<file path="config.mk">
export PLATFORM = sky130hd
export DESIGN_NAME = rfs_cell
export DESIGN_NICKNAME = d
export VERILOG_FILES = /design/src/hdl/relay_fire_scheduler_top_macros.svh /design/src/hdl/rfs_pkg.sv /design/src/hdl/rfs_cell.sv
export SDC_FILE = /design/constraint.sdc
export NUM_CORES = 1
export LEC_CHECK = 0
export BUFFER_PORTS_ARGS = -buffer_cell sky130_fd_sc_hd__buf_4
export CORE_UTILIZATION = 61
export CTS_CLUSTER_SIZE = 20
export DETAILED_ROUTE_END_ITERATION = 12
export GPL_TIMING_DRIVEN = 1
export PLACE_DENSITY_LB_ADDON = 0.15
export RECOVER_POWER = 50
export SETUP_SLACK_MARGIN = 0.1
export SKIP_LAST_GASP = 1
export SYNTH_ARGS = -nofsm -noshare
export SYNTH_HDL_FRONTEND = slang
export SYNTH_SLANG_ARGS = --single-unit
</file>
<file path="constraint.sdc">
create_clock -name clk_i -period 8.7 [get_ports clk_i]
set_input_delay 1.74 -clock clk_i [delete_from_list [all_inputs] [get_ports clk_i]]
set_output_delay 1.74 -clock clk_i [all_outputs]
set_load 0.02 [all_outputs]
</file>
<file path="src/hdl/relay_fire_scheduler_top_macros.svh">
// Assertion macros for the relay fire scheduler.
// Used by files that declare clk_i and rst_ni; no other dependencies.
`ifndef RELAY_FIRE_SCHEDULER_TOP_MACROS_SVH
`define RELAY_FIRE_SCHEDULER_TOP_MACROS_SVH

// Plain property, checked on every rising edge outside reset.
`define RFS_ASSERT(lbl, prop, msg) \
  lbl: assert property (@(posedge clk_i) disable iff (!rst_ni) prop) \
    else $error(msg);

// Same-cycle implication.
`define RFS_ASSERT_IMP(lbl, ante, cons, msg) \
  `RFS_ASSERT(lbl, (ante) |-> (cons), msg)

`endif

</file>
<file path="src/hdl/rfs_pkg.sv">
// Shared constants, types and helpers for the relay fire scheduler.
// No dependencies; the interfaces, the cell and the top import this package.
package rfs_pkg;

  localparam int ENTRY_COUNT = 8;
  localparam int COUNT_WIDTH = 16;
  localparam int CNT_W       = COUNT_WIDTH;
  localparam int IDX_W       = (ENTRY_COUNT > 1) ? $clog2(ENTRY_COUNT) : 1;
  localparam int CMP_W       = (IDX_W > 3) ? IDX_W : 3;
  localparam int DATE_W      = 9;
  localparam int HOUR_W      = 5;
  localparam int SLOT_W      = 3;
  localparam int CFG_IDX_W   = 2;
  localparam int CFG_DATA_W  = 16;

  // configuration register indexes
  localparam logic [CFG_IDX_W-1:0] CFG_ENABLE        = 2'd0;
  localparam logic [CFG_IDX_W-1:0] CFG_FIXED_PERIOD  = 2'd1;
  localparam logic [CFG_IDX_W-1:0] CFG_RELAY_PRESENT = 2'd2;

  // request kinds
  localparam logic REQ_TICK  = 1'b0;
  localparam logic REQ_WRITE = 1'b1;

  // search token handed from cell to cell
  typedef struct packed {
    logic              go;
    logic              found;
    logic [DATE_W-1:0] best;
    logic [IDX_W-1:0]  sel;
  } tok_t;

  // broadcast from the controller to every cell
  typedef struct packed {
    logic              wr;
    logic              apply;
    logic [SLOT_W-1:0] slot;
    logic              valid;
    logic [DATE_W-1:0] date;
    logic [HOUR_W-1:0] start;
    logic [CNT_W-1:0]  cycle;
    logic [CNT_W-1:0]  on_len;
    logic [IDX_W-1:0]  sel;
    logic [DATE_W-1:0] today;
    logic [HOUR_W-1:0] hour;
  } cmd_t;

  // 16-bit field to counter width (truncate or zero-extend)
  function automatic logic [CNT_W-1:0] cnt_from16(input logic [15:0] v);
    logic [CNT_W-1:0] r;
    r = '0;
    for (int i = 0; i < CNT_W && i < 16; i++) begin
      r[i] = v[i];
    end
    return r;
  endfunction

  function automatic logic [SLOT_W-1:0] idx_to_slot(input logic [IDX_W-1:0] v);
    logic [SLOT_W-1:0] r;
    r = '0;
    for (int i = 0; i < SLOT_W && i < IDX_W; i++) begin
      r[i] = v[i];
    end
    return r;
  endfunction

  function automatic logic slot_hit(input logic [SLOT_W-1:0] s,
                                    input logic [IDX_W-1:0] idx);
    logic [CMP_W-1:0] a;
    logic [CMP_W-1:0] b;
    a = '0;
    b = '0;
    a[SLOT_W-1:0] = s;
    b[IDX_W-1:0]  = idx;
    return a == b;
  endfunction

endpackage

</file>
<file path="src/hdl/rfs_cell.sv">
// One schedule table entry with its run state and one stage of the search chain.
// Depends on rfs_pkg.
module rfs_cell import rfs_pkg::*; (
  input  logic             clk_i,
  input  logic             rst_ni,
  input  logic [IDX_W-1:0] my_idx_i,
  input  cmd_t             cmd_i,
  input  tok_t             tok_i,
  output tok_t             tok_o,
  output logic             fire_o
);

  logic              valid_q;
  logic [DATE_W-1:0] date_q;
  logic [HOUR_W-1:0] start_q;
  logic [CNT_W-1:0]  cyc_q;
  logic [CNT_W-1:0]  on_q;
  logic              run_q, run_d;
  logic [CNT_W-1:0]  cl_q, cl_d;
  logic [CNT_W-1:0]  ol_q, ol_d;
  logic [CNT_W-1:0]  cl_v, ol_v;
  tok_t              tok_q, tok_d;
  logic              hit_wr, hit_ap;

  assign hit_wr = cmd_i.wr && slot_hit(cmd_i.slot, my_idx_i);
  assign hit_ap = cmd_i.apply && (cmd_i.sel == my_idx_i);

  // search stage: latest date not after today, earlier cell wins ties
  always_comb begin
    tok_d = tok_i;
    if (tok_i.go && valid_q && (date_q <= cmd_i.today) &&
        (!tok_i.found || (date_q > tok_i.best))) begin
      tok_d.found = 1'b1;
      tok_d.best  = date_q;
      tok_d.sel   = my_idx_i;
    end
  end

  // run state
  always_comb begin
    run_d  = run_q;
    cl_d   = cl_q;
    ol_d   = ol_q;
    cl_v   = (cl_q == '0) ? cyc_q : cl_q;
    ol_v   = (cl_q == '0) ? on_q : ol_q;
    fire_o = 1'b0;
    if (hit_wr) begin
      run_d = 1'b0;
      cl_d  = '0;
      ol_d  = '0;
    end else if (hit_ap) begin
      if (run_q) begin
        if (ol_v != '0) begin
          fire_o = 1'b1;
          ol_d   = ol_v - CNT_W'(1);
        end else begin
          ol_d = ol_v;
        end
        cl_d = cl_v - CNT_W'(1);
      end else if (start_q == cmd_i.hour) begin
        run_d = 1'b1;
        cl_d  = '0;
      end
    end
  end

  always_ff @(posedge clk_i or negedge rst_ni) begin
    if (!rst_ni) begin
      valid_q <= 1'b0;
      run_q   <= 1'b0;
      cl_q    <= '0;
      ol_q    <= '0;
      tok_q   <= '0;
    end else begin
      run_q <= run_d;
      cl_q  <= cl_d;
      ol_q  <= ol_d;
      tok_q <= tok_d;
      if (hit_wr) begin
        valid_q <= cmd_i.valid;
      end
    end
  end

  // entry contents, no reset
  always_ff @(posedge clk_i) begin
    if (hit_wr) begin
      date_q  <= cmd_i.date;
      start_q <= cmd_i.start;
      cyc_q   <= (cmd_i.cycle == '0) ? CNT_W'(1) : cmd_i.cycle;
      on_q    <= cmd_i.on_len;
    end
  end

  assign tok_o = tok_q;

endmodule

</file>
==> metrics.csv <==
stage,metric,value,unit
synth,synth_sequential_area_ratio,46.07,%
placement,io_buffers,102,
outcome,outcome,"complete, but fails checks",
worst_setup_path,crit_path_max_fanout,17,
final_layout,num_antenna_cells,0,
worst_setup_path,cp-start-kind,flip-flop,
power_and_ir_drop,pwr_density_cell,210.2,nW/um^2
clocking,clock-root-buffer,clkbuf_8,
final_layout,area_delta_synth_final,17.10,%
sta,finalSetupViolCount,0,
sta,worst_slack,2.717,ns
power_and_ir_drop,fin_total_pwr,0.001379,W
sta,clock_skew,0.01280,ns
floorplan,die_w,97.86,um
worst_setup_path,worst_ep_arrival_time,4.24,ns
route,vias,5057,
synth,synth_flop_cell,dfrtp_1,
placement,pre_cts_ws,3.219,ns
route,wl_per_cell,19.47,um
global_route,grt_pass1_wl,24100,um
synth,syn_inst,565,
clocking,clock_path_buffers,2,
global_route,grt_pass1_vias,5129,
sta,slew_viol_final,49,
final_layout,drive_gt1_share,21.35,%
min_path,min-delay-path-class,reg2reg,
global_route,grt_max_degree,65,
clocking,cts_buffers,9,
clocking,ctsHoldBuffers,0,
synth,syn_area,5605,um^2
clocking,clk_pin_slew,0.10,ns
floorplan,die_h,97.86,um
route,vias_per_cell,6.663,
sta,rsz0062_at_grt,false,
synth,synth-seq-cells,94,
outcome,failed_checks,"DRC, capacitance limit, slew limit",
floorplan,dieArea,9577,um^2
sta,tns,0,ns
final_layout,fin_util,74.54,%
sta,maxSlewHeadroom,-88.40,%
global_route,grt-ovfl-total,0,
route,firstDrtPassIters,9,
clocking,clock_latency,0.37,ns
route,wl,14780,um
route,final_antenna_net_count,0,
placement,gp_congestion,0.9847,
synth,synth-edff-count,46,
synth,synthArstFlopShare,51.06,%
route,drt_iter0_markers,497,
sta,tightest_slew,2.826,ns
sta,whs,0.5332,ns
global_route,antenna_found_initial,0,
synth,yosys.cell_types.count,70,
run,cap_viol_max_count,1,
power_and_ir_drop,peakVddDrop,0.0001208,V
synth,post_synth.cell_area_avg,9.921,um^2
worst_setup_path,required,6.96,ns
final_layout,final_nets,755,
global_route,grt_use_total,31.84,%
floorplan,io_pins,103,
floorplan,num_rows,34,
floorplan,start_util,63.65,%
synth,syn_nets,674,
power_and_ir_drop,p_leak,2.680,nW
floorplan,core-area,8806,um^2
clocking,clock-sinks,94,
sta,finalHoldViolations,0,
sta,min_period_over_period,68.77,%
clocking,cts_tree,done,
clocking,ctsResizeCount,0,
sta,fmax,0.1671,GHz
placement,hpwl,10520,um
synth,yosys_warnings,0,
clocking,cts_setup_buffers,0,
sta,fin_crit,5.983,ns
worst_setup_path,cp-end-kind,output port,
worst_setup_path,worstSetupPathType,reg2out,
clocking,h-tree-depth,3,
route,drc,4,
==> critical path, cell delays in order (launching register included) <==
cell	delay (ns)
dfrtp_1	0.46
nor4_4	0.45
nand4_2	0.35
nor2_2	0.70
mux2i_1	0.43
ha_1	0.28
or4b_1	0.52
o32a_1	0.32
and2_1	0.21
buf_4	0.15
==> per-layer routing <==
metal / share of wire, % / vias up / GRT usage, %
li1: - / 2282 / -
met3: 9.3 / 51 / 7.802
met4: 3.1 / 0 / 15.62
met5: 0 / - / 0
met1: 40 / 2382 / 39.13
met2: 48 / 342 / 52.65
==> worst paths after layout <==
kind,from,endpoint,slack (ns),depth (start not counted)
worst min-delay path,valid_q,valid_q,0.53,2
worst max-delay path,cl_q[11],fire_o,2.72,9
min in group asynchronous,rst_ni,ol_q[10],2.27,1
max in group asynchronous,rst_ni,cl_q[2],4.84,1
worst max register to register,cl_q[11],ol_q[13],4.18,12
worst min register to register,valid_q,valid_q,0.53,2
==> state kept, by name, indices dropped and copies added (netlist names) <==
| name | flops |
|---|---|
| cl_q | 16 |
| cyc_q | 16 |
| date_q | 9 |
| ol_q | 16 |
| on_q | 16 |
| run_q | 1 |
| start_q | 5 |
| tok_o | 14 |
| valid_q | 1 |
==> per-stage QoR <==
stage	cells	area (um^2)
after global placement	743	6406
after CTS	759	6628
after floorplan	565	5605
final	759	6564
after detailed placement	743	6406
after global routing	759	6564
==> cell usage in the layout (no fill, tap or decap), types with 4 or more instances in the layout <==
cell type  count
buf_4         54
nand2_1       53
dfrtp_1       48
edfxtp_1      46
o21ai_0       39
nor2_1        37
clkbuf_4      36
a21oi_1       34
inv_1         23
ha_1          21
mux2_2        19
clkbuf_1      18
nor3_1        14
xnor2_1       14
nand4_1       13
nor4_1        12
mux2i_1       11
or3_1          9
nand3_1        9
o211ai_1       9
clkbuf_8       9
o31ai_1        8
and3_1         7
o22ai_1        6
xor2_1         6
a2bb2oi_1      5
a31oi_1        5
nor2b_1        4
o21a_1         4
a211oi_1       4
nand3b_1       4
==> power breakdown <==
| part | internal [W] | total (W) | switching, W |
|---|---|---|---|
| combinational | 0.000193 | 0.000503 | 0.000309 |
| clock | 0.000165 | 0.000329 | 0.000164 |
| sequential | 0.000505 | 0.000548 | 0.0000433 |
==> kinds of logic after synthesis <==
group,after synthesis,share of synthesized area (%)
AO/OA/AOI/OAI,151,18.28
XOR/XNOR,20,3.125
adder cells (fa/ha/maj),21,4.687
buffers and inverters,61,4.197
flip-flops,94,46.07
multiplexers,30,5.781
AND/OR/NAND/NOR,188,17.86
==> synth_stat cells (all sizes together) (3+ instances only) <==
master	number	share of area, %
a211oi	6	0.89
a21o	3	0.40
a21oi	34	3.0
a2bb2oi	5	0.78
a31oi	5	0.56
and2	3	0.33
and3	7	0.78
buf	5	0.45
clkbuf	32	2.1
dfrtp	48	21
edfxtp	46	25
ha	21	4.7
inv	24	1.6
mux2	19	3.8
mux2i	11	2.0
nand2	54	3.7
nand3	9	0.80
nand3b	4	0.54
nand4	14	1.7
nor2	38	2.5
nor2b	4	0.45
nor3	14	1.3
nor4	14	2.1
o211ai	9	1.2
o21a	4	0.54
o21ai	39	3.5
o22ai	6	0.67
o31ai	8	1.1
o41ai	3	0.60
or3	10	1.2
or4	4	0.60
xnor2	14	2.2
xor2	6	0.94
==> cell type report <==
type / instances / area (um^2)
Clock buffer: 10 / 127.6
Clock inverter: 6 / 93.84
Fill cell: 617 / 2242
Inverter: 24 / 90.09
Multi-Input combinational cell: 410 / 2795
Sequential cell: 94 / 2582
Tap cell: 108 / 135.1
Timing Repair Buffer: 107 / 739.5
Note: power is estimated with default switching activity, not from simulation.
